`src/hw/rtl/puffq_pkg.sv`:
```
`timescale 1ns / 1ps

package puffq_pkg;

    localparam int SAMPLE_BITS   = 12;
    localparam int COUNT_BITS    = 16;
    localparam int TIME_BITS     = 32;
    localparam int MS_BITS       = 16;
    localparam int CFG_IDX_BITS  = 3;
    localparam int CFG_DATA_BITS = 16;

    localparam logic [CFG_IDX_BITS-1:0] REG_PRESS_THR   = 3'd0;
    localparam logic [CFG_IDX_BITS-1:0] REG_RELEASE_THR = 3'd1;
    localparam logic [CFG_IDX_BITS-1:0] REG_COOLDOWN    = 3'd2;
    localparam logic [CFG_IDX_BITS-1:0] REG_MIN_DUR     = 3'd3;
    localparam logic [CFG_IDX_BITS-1:0] REG_MAX_DUR     = 3'd4;
    localparam logic [CFG_IDX_BITS-1:0] REG_MAX_PUFFS   = 3'd5;

    localparam logic [SAMPLE_BITS-1:0] RST_PRESS_THR   = SAMPLE_BITS'(2000);
    localparam logic [SAMPLE_BITS-1:0] RST_RELEASE_THR = SAMPLE_BITS'(1500);
    localparam logic [MS_BITS-1:0]     RST_COOLDOWN    = MS_BITS'(1000);
    localparam logic [MS_BITS-1:0]     RST_MIN_DUR     = MS_BITS'(100);
    localparam logic [MS_BITS-1:0]     RST_MAX_DUR     = MS_BITS'(3000);
    localparam logic [MS_BITS-1:0]     RST_MAX_PUFFS   = MS_BITS'(200);

    localparam logic [COUNT_BITS-1:0]  COUNT_MAX = {COUNT_BITS{1'b1}};

    typedef struct packed {
        logic [SAMPLE_BITS-1:0] sensor_sample;
        logic [TIME_BITS-1:0]   now_ms;
    } t_puffq_in;

    typedef struct packed {
        logic                  puff_active;
        logic                  puff_ended;
        logic                  puff_valid;
        logic                  puff_timed_out;
        logic [TIME_BITS-1:0]  puff_duration;
        logic [COUNT_BITS-1:0] total_count;
        logic [COUNT_BITS-1:0] daily_count;
        logic                  limit_reached;
    } t_puffq_out;

    typedef struct packed {
        logic [SAMPLE_BITS-1:0] press_threshold;
        logic [SAMPLE_BITS-1:0] release_threshold;
        logic [MS_BITS-1:0]     cooldown_ms;
        logic [MS_BITS-1:0]     min_duration_ms;
        logic [MS_BITS-1:0]     max_duration_ms;
        logic [MS_BITS-1:0]     max_puffs;
    } t_puffq_cfg;

    typedef struct packed {
        logic                  puffing;
        logic [TIME_BITS-1:0]  start_time;
        logic [TIME_BITS-1:0]  last_valid_time;
        logic [COUNT_BITS-1:0] total_puffs;
        logic [COUNT_BITS-1:0] daily_puffs;
    } t_puffq_state;

endpackage

```
`src/hw/rtl/puffq_cfg_regs.sv`:
```
`timescale 1ns / 1ps

module puffq_cfg_regs (
    input  logic                                i_clk,
    input  logic                                i_rst_n,
    input  logic                                i_cfg_valid,
    output logic                                o_cfg_ready,
    input  logic [puffq_pkg::CFG_IDX_BITS-1:0]  i_cfg_index,
    input  logic [puffq_pkg::CFG_DATA_BITS-1:0] i_cfg_data,
    output puffq_pkg::t_puffq_cfg               o_cfg
);
    import puffq_pkg::*;

    t_puffq_cfg r_cfg;
    t_puffq_cfg n_cfg;

    assign o_cfg_ready = 1'b1;
    assign o_cfg       = r_cfg;

    always_comb begin
        n_cfg = r_cfg;
        if (i_cfg_valid) begin
            unique case (i_cfg_index)
                REG_PRESS_THR:   n_cfg.press_threshold   = i_cfg_data[SAMPLE_BITS-1:0];
                REG_RELEASE_THR: n_cfg.release_threshold = i_cfg_data[SAMPLE_BITS-1:0];
                REG_COOLDOWN:    n_cfg.cooldown_ms       = i_cfg_data[MS_BITS-1:0];
                REG_MIN_DUR:     n_cfg.min_duration_ms   = i_cfg_data[MS_BITS-1:0];
                REG_MAX_DUR:     n_cfg.max_duration_ms   = i_cfg_data[MS_BITS-1:0];
                REG_MAX_PUFFS:   n_cfg.max_puffs         = i_cfg_data[MS_BITS-1:0];
                default:         n_cfg = r_cfg;
            endcase
        end
    end

    always_ff @(posedge i_clk) begin
        if (!i_rst_n) begin
            r_cfg.press_threshold   <= RST_PRESS_THR;
            r_cfg.release_threshold <= RST_RELEASE_THR;
            r_cfg.cooldown_ms       <= RST_COOLDOWN;
            r_cfg.min_duration_ms   <= RST_MIN_DUR;
            r_cfg.max_duration_ms   <= RST_MAX_DUR;
            r_cfg.max_puffs         <= RST_MAX_PUFFS;
        end else begin
            r_cfg <= n_cfg;
        end
    end

endmodule

```
`src/hw/rtl/puffq_eval.sv`:
```
`timescale 1ns / 1ps

module puffq_eval (
    input  puffq_pkg::t_puffq_in    i_item,
    input  puffq_pkg::t_puffq_state i_state,
    input  puffq_pkg::t_puffq_cfg   i_cfg,
    output puffq_pkg::t_puffq_state o_state,
    output puffq_pkg::t_puffq_out   o_result
);
    import puffq_pkg::*;

    logic                  start;
    logic                  active;
    logic [TIME_BITS-1:0]  begin_ms;
    logic [TIME_BITS-1:0]  since_valid;
    logic [TIME_BITS-1:0]  age;
    logic                  released;
    logic                  valid;
    logic                  held;
    logic                  timed_out;
    logic [COUNT_BITS-1:0] total_next;
    logic [COUNT_BITS-1:0] daily_next;

    always_comb begin
        since_valid = i_item.now_ms - i_state.last_valid_time;
        start       = !i_state.puffing
                      && (i_item.sensor_sample > i_cfg.press_threshold)
                      && (since_valid > TIME_BITS'(i_cfg.cooldown_ms));
        active      = i_state.puffing || start;
        begin_ms    = start ? i_item.now_ms : i_state.start_time;
        age         = i_item.now_ms - begin_ms;

        released    = active && (i_item.sensor_sample < i_cfg.release_threshold);
        valid       = released
                      && (age >= TIME_BITS'(i_cfg.min_duration_ms))
                      && (age <= TIME_BITS'(i_cfg.max_duration_ms));

        held        = active && !released;
        timed_out   = held && (age > TIME_BITS'(i_cfg.max_duration_ms));

        total_next  = i_state.total_puffs;
        daily_next  = i_state.daily_puffs;
        if (valid) begin
            total_next = (i_state.total_puffs == COUNT_MAX) ? COUNT_MAX
                                                            : i_state.total_puffs + 1'b1;
            daily_next = (i_state.daily_puffs == COUNT_MAX) ? COUNT_MAX
                                                            : i_state.daily_puffs + 1'b1;
        end

        o_state.puffing         = held && !timed_out;
        o_state.start_time      = begin_ms;
        o_state.last_valid_time = valid ? i_item.now_ms : i_state.last_valid_time;
        o_state.total_puffs     = total_next;
        o_state.daily_puffs     = daily_next;

        o_result.puff_active    = held && !timed_out;
        o_result.puff_ended     = released;
        o_result.puff_valid     = valid;
        o_result.puff_timed_out = timed_out;
        o_result.puff_duration  = released ? age : '0;
        o_result.total_count    = total_next;
        o_result.daily_count    = daily_next;
        o_result.limit_reached  = valid
                                  && (TIME_BITS'(total_next) >= TIME_BITS'(i_cfg.max_puffs));
    end

endmodule

```
`src/hw/rtl/puff_event_qualifier_core.sv`:
```
// A sample beat enters the input register, then the result register, from which its
// result beat is presented. Throughput: one sample per cycle while the output is not
// stalled; the two registers form a two-entry pipeline, and the puff state is updated
// as a sample moves across. Reset (synchronous, active low): clears the puff state,
// both counters, loads default thresholds, timings and puff limit, empties both registers.
`timescale 1ns / 1ps

module puff_event_qualifier_core (
    input  logic                                i_clk,
    input  logic                                i_rst_n,
    input  logic                                i_in_valid,
    output logic                                o_in_ready,
    input  puffq_pkg::t_puffq_in                i_in_data,
    output logic                                o_out_valid,
    input  logic                                i_out_ready,
    output puffq_pkg::t_puffq_out               o_out_data,
    input  logic                                i_cfg_valid,
    output logic                                o_cfg_ready,
    input  logic [puffq_pkg::CFG_IDX_BITS-1:0]  i_cfg_index,
    input  logic [puffq_pkg::CFG_DATA_BITS-1:0] i_cfg_data
);
    import puffq_pkg::*;

    t_puffq_cfg   cfg;
    t_puffq_state n_state;
    t_puffq_out   n_out;
    t_puffq_state r_state;
    t_puffq_in    r_in;
    logic         r_in_valid;
    t_puffq_out   r_out;
    logic         r_out_valid;
    logic         advance;

    puffq_cfg_regs u_cfg (
        .i_clk       (i_clk),
        .i_rst_n     (i_rst_n),
        .i_cfg_valid (i_cfg_valid),
        .o_cfg_ready (o_cfg_ready),
        .i_cfg_index (i_cfg_index),
        .i_cfg_data  (i_cfg_data),
        .o_cfg       (cfg)
    );

    puffq_eval u_eval (
        .i_item   (r_in),
        .i_state  (r_state),
        .i_cfg    (cfg),
        .o_state  (n_state),
        .o_result (n_out)
    );

    assign advance     = !r_out_valid || i_out_ready;
    assign o_in_ready  = !r_in_valid || advance;
    assign o_out_valid = r_out_valid;
    assign o_out_data  = r_out;

    always_ff @(posedge i_clk) begin
        if (!i_rst_n) begin
            r_in_valid  <= 1'b0;
            r_out_valid <= 1'b0;
            r_state     <= '0;
        end else begin
            if (o_in_ready) begin
                r_in_valid <= i_in_valid;
            end
            if (advance) begin
                r_out_valid <= r_in_valid;
                if (r_in_valid) begin
                    r_state <= n_state;
                end
            end
        end
    end

    always_ff @(posedge i_clk) begin
        if (o_in_ready && i_in_valid) begin
            r_in <= i_in_data;
        end
        if (advance && r_in_valid) begin
            r_out <= n_out;
        end
    end

    a_counts_track: assert property (@(posedge i_clk) disable iff (!i_rst_n)
        r_state.daily_puffs == r_state.total_puffs)
        else $error("daily and total counts diverged");

    a_total_monotonic: assert property (@(posedge i_clk) disable iff (!i_rst_n)
        $past(i_rst_n) |-> r_state.total_puffs >= $past(r_state.total_puffs))
        else $error("total count decreased");

    a_stall_full: assert property (@(posedge i_clk) disable iff (!i_rst_n)
        !o_in_ready |-> r_in_valid && r_out_valid && !i_out_ready)
        else $error("input stalled with room in the pipeline");

    a_timeout_excl: assert property (@(posedge i_clk) disable iff (!i_rst_n)
        r_out_valid && r_out.puff_timed_out |->
            !r_out.puff_active && !r_out.puff_ended && !r_out.puff_valid
            && !r_state.puffing)
        else $error("timed-out beat with puff still live");

endmodule
```
`config.mk`:
```
export PLATFORM = sky130hd
export DESIGN_NAME = puff_event_qualifier_core
export DESIGN_NICKNAME = d
export VERILOG_FILES = /design/src/hw/rtl/puffq_pkg.sv /design/src/hw/rtl/puffq_cfg_regs.sv /design/src/hw/rtl/puffq_eval.sv /design/src/hw/rtl/puff_event_qualifier_core.sv
export SDC_FILE = /design/constraint.sdc
export NUM_CORES = 1
export LEC_CHECK = 0
export ABC_AREA = 1
export BUFFER_PORTS_ARGS = -buffer_cell sky130_fd_sc_hd__buf_2
export CAP_MARGIN = 5
export CORE_ASPECT_RATIO = 0.7
export CORE_UTILIZATION = 35
export CTS_CLUSTER_SIZE = 24
export DETAILED_ROUTE_END_ITERATION = 10
export PLACE_DENSITY = 0.54
export SLEW_MARGIN = 40
export SYNTH_ARGS = -nofsm -noshare
export SYNTH_HDL_FRONTEND = slang
export SYNTH_SLANG_ARGS = --single-unit
```
`constraint.sdc`:
```
create_clock -name i_clk -period 10.4 [get_ports i_clk]
set_clock_uncertainty 0.1 [all_clocks]
set_input_delay 2.08 -clock i_clk [delete_from_list [all_inputs] [get_ports i_clk]]
set_output_delay 2.08 -clock i_clk [all_outputs]
set_load 0.02 [all_outputs]
```
# After elaboration in Yosys (flattened, before gate mapping)
# Cells that the tools add are included.
# classes
div	0
bitwise	0
reduce_logical	28
order_cmp	7
n_addsub	4
n_mul	0
shift	0
eq_ne	7
mux	5
# ops
op	n
32-bit by 16-bit > comparator with 1-bit output	2
16-bit 2-to-1 mux	4
32-bit subtractor	2
16-bit by 1-bit adder with 16-bit output (second input constant)	2
16-bit equality test (second input constant)	2
32-bit by 16-bit greater-or-equal comparator with 1-bit output	1
32-bit by 16-bit <= comparator with 1-bit output	1
32-bit 2-to-1 mux	1
16-bit greater-or-equal comparator	1
2-bit AND reduction	7
12-bit > comparator	1
12-bit < comparator	1
1-bit logical AND	11
3-bit by 2-bit equality test with 1-bit output (second input constant)	2
3-bit equality test (second input constant)	2
1-bit zero test	5
3-bit by 1-bit equality test with 1-bit output (second input constant)	1
3-bit zero test	1
1-bit logical OR	3
3-bit AND reduction	1
# word_totals
wordCells	74
mem_bits_rw	0
output_inout_bits	72
latch_bits	0
reg_bits	300
mem_count	0
mem_bits_ro	0
inputBits	68

# Depth between registers and ports, before layout
# Gate-level depths: netlist (run 1).
# logic_depth
word_depth	11
depth_mapped	67
mapped_depth_nobuf	64

# Hierarchy
# From an unflattened synthesis (run 1), not the netlist that was laid out.
# hier_totals
hier_cells	3050
hier_area_um2	20679.8
# modules_own_cells
module	seq_area_each_um2	n_inst	area_per_inst_um2	cells_each
puffq_eval	0.0	1	9424.0	1808
puff_event_qualifier_core	5375.2	1	7807.5	762
puffq_cfg_regs	1761.7	1	3448.3	480

# Least setup slack after synthesis (run 1)
# No wires, ideal clock.
# synth_timing
path_type	register -> register
from	register r_in[6] (netlist bit)
to	register r_out, in the netlist o_out_data[0], data pin
setup_ns	0.255
arrival_time_ns	7.796
stages_incl_launch_ff	62
period_less_slack_ns	8.151
n_path_buf	3
path_slack_ns	2.249
required_ns	10.045
path_cell_list	edfxtp_1 ha_1 nand2_1 inv_2 a21oi_1 nand2_2 nand2_1 nand2_2 xor2_1 ha_1 nand2_1 nor3_1 nand3_1 nand2_1 nand3_1 nor2_1 nand2_1 nor2_1 (+26 left out) nand3_1 nor2_4 nand2_4 o21ai_0 inv_1 ha_1 inv_1 a21boi_0 o21a_1 o21a_1 o21a_1 o21a_1 o21ai_0 nand2_1 a21oi_1 o211ai_1 a21oi_1 nor2_1
# synth_rtl
element	line_no	rtl
from (decl)	puff_event_qualifier_core.sv:28	t_puffq_in r_in;
from (signal assigned)	puff_event_qualifier_core.sv:77	r_in <= i_in_data;
to (signal assigned)	puff_event_qualifier_core.sv:80	r_out <= n_out;
to (decl)	puff_event_qualifier_core.sv:30	t_puffq_out r_out;

==> results.sh, run 1 <==
export IMPL_outcome="finished clean"
export IMPL_drive_above_1_share_pct=10.6
export IMPL_htreeDepth=2
export IMPL_critPathArrivalTime_ns=9.88
export IMPL_fin_nets=2866
export IMPL_numCtsBuffers=35
export IMPL_antenna_found_initial=5
export IMPL_hold_violations=0
export IMPL_crit_fanout=57
export IMPL_grt_pass1_vias=15500
export IMPL_drc_errors=0
export IMPL_cpMostUsedCell="nand3_1"
export IMPL_min_period_ns=9.66
export IMPL_overflow=0
export IMPL_grt_max_degree=100
export IMPL_port_buffers=138
export IMPL_grt_use_total_pct=20.8
export IMPL_initial_core_util_pct=35.6
export IMPL_crit_type="reg2reg"
export IMPL_slowest_delay_ns=0.50
export IMPL_slew_violations=0
export IMPL_rows=70
export IMPL_fmax_ghz=0.103
export IMPL_relSlewSlack_pct=21.7
export IMPL_cp_slowest_cell="edfxtp_1"
export IMPL_detail_route_antenna_nets=0
export IMPL_min_period_over_period_pct=92.9
export IMPL_wirelength_mm=56.8
export IMPL_required_ns=10.61
export IMPL_fp_dieH_microns=195
export IMPL_vdd_drop_max_v=0.000101
export IMPL_fin_setup_tns_ns=0
export IMPL_synth_net_count=2748
export IMPL_drv_cap=0
export IMPL_seq_area_frac_synth_pct=38.2
export IMPL_clk_latency_ns=0.58
export IMPL_p_total_mw=3.38
export IMPL_p_leak_nw=10.2
export IMPL_yosysWarnings=0
export IMPL_synth_cell_types=48
export IMPL_synth_seq_cells=300
export IMPL_syn_inst=2530
export IMPL_place_gp_congestion=0.933
export IMPL_drtIter0Drc=1284
export IMPL_dp_cells=3292
export IMPL_area_growth_pct=13.3
export IMPL_cts_hold_fix_buffers=0
export IMPL_powerDensity_nw_per_um2=160
export IMPL_root_buffer="clkbuf_16"
export IMPL_endpoint_kind="flip-flop"
export IMPL_dieArea_sq_um=54400
export IMPL_wl_per_cell_microns=16.9
export IMPL_synth_area_sq_um=18700
export IMPL_vias=16500
export IMPL_syn_mean_instance_area_sq_um=7.39
export IMPL_cts_sinks=300
export IMPL_ctsLongestPathBuffers=3
export IMPL_firstDrtPassIters=5
export IMPL_cts_tree="yes"
export IMPL_via_per_inst=4.92
export IMPL_min_path_type="reg2reg"
export IMPL_antenna_cells=0
export IMPL_stdcell_count=3359
export IMPL_n_fill_cell=5408
export IMPL_start_kind="flip-flop"
export IMPL_cts_clk_slew_worst_paths_ns=0.06
export IMPL_grt_pass1_wl_mm=88.0
export IMPL_ios=140
export IMPL_finalSetupViolCount=0
export IMPL_worstMarginPinSlew_ns=1.17
export IMPL_rsz0062_at_grt="false"
export IMPL_dieWidth_microns=278
export IMPL_core_area_sq_um=52500
export IMPL_dp_hpwl_mm=43.7
## per-stage QoR
step,hold WS [ns],utilization [%],cell area [sq um],setup WS (ns)
floorplan,0.335,-,18700,2.25
global placement,0.348,37.9,19900,0.307
detailed placement,0.357,38.0,19900,0.305
CTS,0.368,40.3,21100,0.276
global route,0.387,40.4,21200,0.00685
finish,0.364,40.4,21200,0.736
## cells in the final DEF, fill, tap and decap left out, types with 5 or more instances in the layout
cell type,n
inv_1,444
o211ai_1,61
a21oi_1,167
nand2_2,9
nor3_1,28
a31oi_1,6
nor2_2,27
buf_2,137
dfxtp_1,187
a21o_1,8
clkbuf_1,8
nand3_1,114
o21ai_1,20
buf_4,12
o21ai_0,140
nand4_1,54
mux2i_1,25
o21a_1,6
xor2_1,25
edfxtp_1,113
nand3_2,11
nor2_1,255
nand2_1,545
inv_2,12
clkbuf_16,37
ha_1,149
nand3b_1,5
## cells in the mapped netlist, drive strengths merged
| cell type | n | area (sq um) |
|---|---|---|
| xnor2 | 3 | 26.3 |
| dfxtp | 187 | 3740 |
| nand2 | 557 | 2140 |
| a211oi | 4 | 30.0 |
| a21boi | 2 | 15.0 |
| nor4 | 3 | 18.8 |
| o221ai | 3 | 26.3 |
| nand3b | 5 | 37.5 |
| o21ai | 162 | 818 |
| a221oi | 2 | 17.5 |
| nor2 | 286 | 1170 |
| o211ai | 61 | 458 |
| a31oi | 6 | 37.5 |
| ha | 149 | 1860 |
| mux2i | 25 | 250 |
| o21bai | 2 | 15.0 |
| edfxtp | 113 | 3390 |
| nand3 | 128 | 733 |
| xor2 | 27 | 236 |
| a21o | 8 | 60.1 |
| a21oi | 168 | 841 |
| clkbuf | 43 | 169 |
| o31ai | 3 | 22.5 |
| clkinv | 2 | 7.51 |
| nor3 | 28 | 140 |
| nand4 | 54 | 338 |
| o21a | 6 | 45.0 |
| fa | 1 | 20.0 |
| buf | 30 | 284 |
| conb | 1 | 3.75 |
| and2 | 3 | 18.8 |
| and3 | 1 | 6.26 |
| inv | 457 | 1720 |
## timing repair
action	4_1_cts	5_1_grt
resized for setup	0	7
buffers inserted	0	0
setup endpoints to repair	0	1
## final timing paths
kind	slack, ns	from	cells past startpoint	end
setup / recovery	0.74	r_in[1]	49	o_out_data[0]
hold / removal	0.36	u_cfg.o_cfg[75]	2	u_cfg.o_cfg[75]
setup reg to reg	0.74	r_in[1]	49	o_out_data[0]
hold reg to reg	0.36	u_cfg.o_cfg[75]	2	u_cfg.o_cfg[75]
## critical path, delay by kind of cell (launching register included)
family          cells  cell delay [ns]
xor+xnor            2             0.54
mux                 1             0.31
simple gates       25             3.36
fa+ha+maj           5             1.72
flops               1             0.50
buf+inv             3             0.63
compound gates     13             2.17
## final cells by class
| type | count | area (sq um) | area share, % |
|---|---|---|---|
| tap | 684 | 856 | 4.04 |
| clock buffer | 49 | 1010 | 4.77 |
| sequential | 300 | 7140 | 33.7 |
| multi-input combinational | 1700 | 9450 | 44.6 |
| inverter | 459 | 1730 | 8.15 |
| timing repair buffer | 152 | 813 | 3.84 |
| clock inverter | 15 | 200 | 0.945 |
## metal layers
layer	vias up	GRT usage (%)	share of wire, %	wire length [microns]
met4	0	4.87	1.6	881
met2	403	29.0	39	22300
met1	7618	32.5	53	30300
met5	-	0	0	0
li1	8466	-	-	-
met3	53	3.47	6.0	3390
## registers in the layout, summed over array words and instances (netlist names)
| register | flops |
|---|---|
| r_in_valid | 1 |
| r_state | 97 |
| r_in | 44 |
| o_out_valid | 1 |
| u_cfg.o_cfg | 88 |
| o_out_data | 69 |
## cell families (layout without fill, tap and decap cells)
kind of cell	after synthesis	after routing	share of synthesized area (%)
mux	25	25	1.34
flops	300	300	38.2
other cells	1	1	0.0201
compound gates	427	427	12.8
xor+xnor	30	30	1.41
fa+ha+maj	150	150	10.1
buf+inv	532	675	11.6
simple gates	1065	1067	24.6
## power by group
part,total [mW],internal [mW],switching (mW)
logic,0.761,0.245,0.516
clock network,1.30,0.766,0.536
registers,1.32,1.28,0.0359
total,3.38,2.29,1.09
Power figures use the tool's default switching activity.
==> run 2, diff against run 1 <==
--- a/config.mk
+++ b/config.mk
@@ -5,7 +5,7 @@
 export SDC_FILE = /design/constraint.sdc
 export NUM_CORES = 1
 export LEC_CHECK = 0
-export ABC_AREA = 1
+export ABC_AREA = 0
 export BUFFER_PORTS_ARGS = -buffer_cell sky130_fd_sc_hd__buf_2
 export CAP_MARGIN = 5
 export CORE_ASPECT_RATIO = 0.7
==> results.sh, run 2 <==
export IMPL_min_path_type="reg2reg"
export IMPL_violations="design-rule violations, negative setup slack"
export IMPL_grt_pass1_vias=15700
export IMPL_hold_depth=2
export IMPL_crit_family="compound AO/OA/AOI/OAI gates"
export IMPL_place_gp_congestion=0.900
export IMPL_detail_route_antenna_nets=0
export IMPL_grt_use_total_pct=21.3
export IMPL_setup_ws_ns=-0.398
export IMPL_root_buffer="clkbuf_16"
export IMPL_overflow=0
export IMPL_drtIter0Drc=1198
export IMPL_top_register="r_state"
export IMPL_hold_path_endpoint="u_cfg.o_cfg[13]"
export IMPL_layout_commonest_cell="buf_4"
export IMPL_vias=16600
export IMPL_synth_area_sq_um=18100
export IMPL_antenna_found_initial=1
export IMPL_htreeDepth=2
export IMPL_async_flop_share_pct=0
export IMPL_whs_ns=0.354
export IMPL_relSlewSlack_pct=46.5
export IMPL_numCtsBuffers=35
export IMPL_port_buffers=138
export IMPL_seq_area_frac_synth_pct=39.4
export IMPL_slowest_delay_ns=0.39
export IMPL_required_ns=10.61
export IMPL_cpMostUsedCell="a21o_1"
export IMPL_drive_above_1_share_pct=23.7
export IMPL_powerDensity_nw_per_um2=147
export IMPL_netlist_top_cells_area="dfxtp_1, edfxtp_1, ha_1, a21oi_1, nand2_1"
export IMPL_synth_seq_cells=300
export IMPL_critPathArrivalTime_ns=11.01
export IMPL_endpoint_kind="flip-flop"
export IMPL_crit_start="r_in[0]"
export IMPL_firstDrtPassIters=8
export IMPL_yosys_area_top_type="dfxtp_1"
export IMPL_yosysMostFrequentCell="nand2_1"
export IMPL_final_cell_mix="buf_4, nand2_1, a21oi_1"
export IMPL_crit_fanout=5
export IMPL_crit_type="reg2reg"
export IMPL_outcome="finished with violations"
export IMPL_finalSetupViolCount=1
export IMPL_drc_errors=26
export IMPL_core_area_sq_um=50900
export IMPL_antenna_cells=0
export IMPL_min_delay_start="u_cfg.o_cfg[13]"
export IMPL_synth_top_cells_by_count="nand2_1, a21oi_1, dfxtp_1, nor2_1, ha_1"
export IMPL_final_core_util_pct=45.4
export IMPL_fin_setup_tns_ns=-0.398
export IMPL_start_kind="flip-flop"
export IMPL_ctsLongestPathBuffers=3
export IMPL_cp_slowest_cell="fa_2"
export IMPL_via_per_inst=5.23
export IMPL_worstMarginPinSlew_ns=0.800
export IMPL_dieArea_sq_um=52700
export IMPL_ys_flop_type="dfxtp_1"
export IMPL_syn_mean_instance_area_sq_um=8.68
export IMPL_synth_cell_types=89
export IMPL_ff2ff_setup_slack_ns=-0.40
export IMPL_ff2ff_path_depth=62
export IMPL_clk_latency_ns=0.55
export IMPL_rsz0062_at_grt="true"
export IMPL_synth_top_area_share_pct=20.7
export IMPL_grt_pass1_wl_mm=87.9
export IMPL_initial_core_util_pct=35.6
export IMPL_grt_max_degree=83
export IMPL_drv_cap=0
export IMPL_slew_violations=0
export IMPL_cp_num_buf_inv=3
export IMPL_dieWidth_microns=274
export IMPL_fin_nets=2693
export IMPL_cts_sinks=300
export IMPL_synth_net_count=2307
export IMPL_cts_clk_slew_worst_paths_ns=0.06
export IMPL_cts_hold_fix_buffers=0
export IMPL_rows=69
export IMPL_wl_per_cell_microns=17.7
export IMPL_ios=140
export IMPL_dp_hpwl_mm=42.9
export IMPL_syn_inst=2089
export IMPL_rr_startpoint="r_in[0]"
export IMPL_r2r_end="o_out_data[0]"
export IMPL_yosysWarnings=0
export IMPL_hold_violations=0
export IMPL_wirelength_mm=56.2
export IMPL_cts_tree="yes"
export IMPL_synth_edf_count=113
export IMPL_min_period_over_period_pct=104
export IMPL_fp_dieH_microns=192
export IMPL_place_ws_ns=-0.850
export IMPL_fmax_ghz=0.0926
export IMPL_largest_reg_flops=97
export IMPL_p_leak_nw=9.52
export IMPL_vdd_drop_max_v=0.000114
export IMPL_area_growth_pct=27.6
export IMPL_min_period_ns=10.80
## run 2: changes by cell type in the layout (fill, tap and decap cells not counted), sizes merged, moves of 50 or more
cell / before / now
inv: 461 / 145
buf: 152 / 444
nand2: 559 / 279
nor2: 286 / 167
o21ai: 162 / 62
nand3: 128 / 49
a21oi: 168 / 218
## run 2: final cells by class
class / instances / area, sq um
clock buffers: 50 / 1000
clock inverters: 13 / 149
fillers: 5018 / 27800
inverters: 145 / 552
multi-input cells: 1549 / 10400
flip-flops and latches: 300 / 7140
well taps: 674 / 843
repair buffers: 444 / 3020
## run 2: layer usage
layer	track usage [%]	vias to the layer above	share of wire, %
met5	0	-	0
met4	5.30	0	1.9
met3	3.62	74	6.5
met2	31.0	471	40
met1	32.3	7784	51
li1	-	8280	-
## run 2: timing repair
item,CTS,global route
pin swaps,46,27
setup buffers,21,4
setup endpoints to repair,1,34
gates resized for setup,35,9
## run 2: report_power, final
group | internal, mW | switching, mW
clock | 0.729 | 0.512
combinational | 0.393 | 0.471
sequential | 1.27 | 0.0245
## run 2: cell families after synthesis
logic type	after synthesis	synth area share (%)
adder cells (fa/ha/maj)	153	10.6
AO/OA/AOI/OAI	539	19.3
multiplexers	83	4.75
AND/OR/NAND/NOR	730	18.8
XOR/XNOR	43	2.08
other	1	0.0207
buffers and inverters	240	5.17
flip-flops	300	39.4
## run 2: worst max path at each step
stage	slack, ns	depth (start not counted)	end
2_1_floorplan	-0.26	69	o_out_data[0]
3_3_place_gp	-0.62	62	o_out_data[0]
3_5_place_dp	-0.85	62	o_out_data[0]
4_1_cts	-0.56	66	o_out_data[0]
5_1_grt	-1.10	66	o_out_data[0]
6_report	-0.40	62	o_out_data[0]
## run 2: tightest hold or removal path: cells and delay by family, from the launching register on
| family | cells | cell delay [ns] |
|---|---|---|
| AOI/OAI and AO/OA | 1 | 0.05 |
| DFF | 1 | 0.31 |
| and+or+nand+nor | 1 | 0.05 |
## run 2: per-stage QoR
step	cell area [sq um]	power, mW	std cells
2_1_floorplan	18300	1.77	2089
6_report	23100	3.40	3175
5_1_grt	23100	3.57	3175
3_5_place_dp	21500	2.14	3086
3_3_place_gp	21500	2.13	3086
4_1_cts	23000	3.43	3170
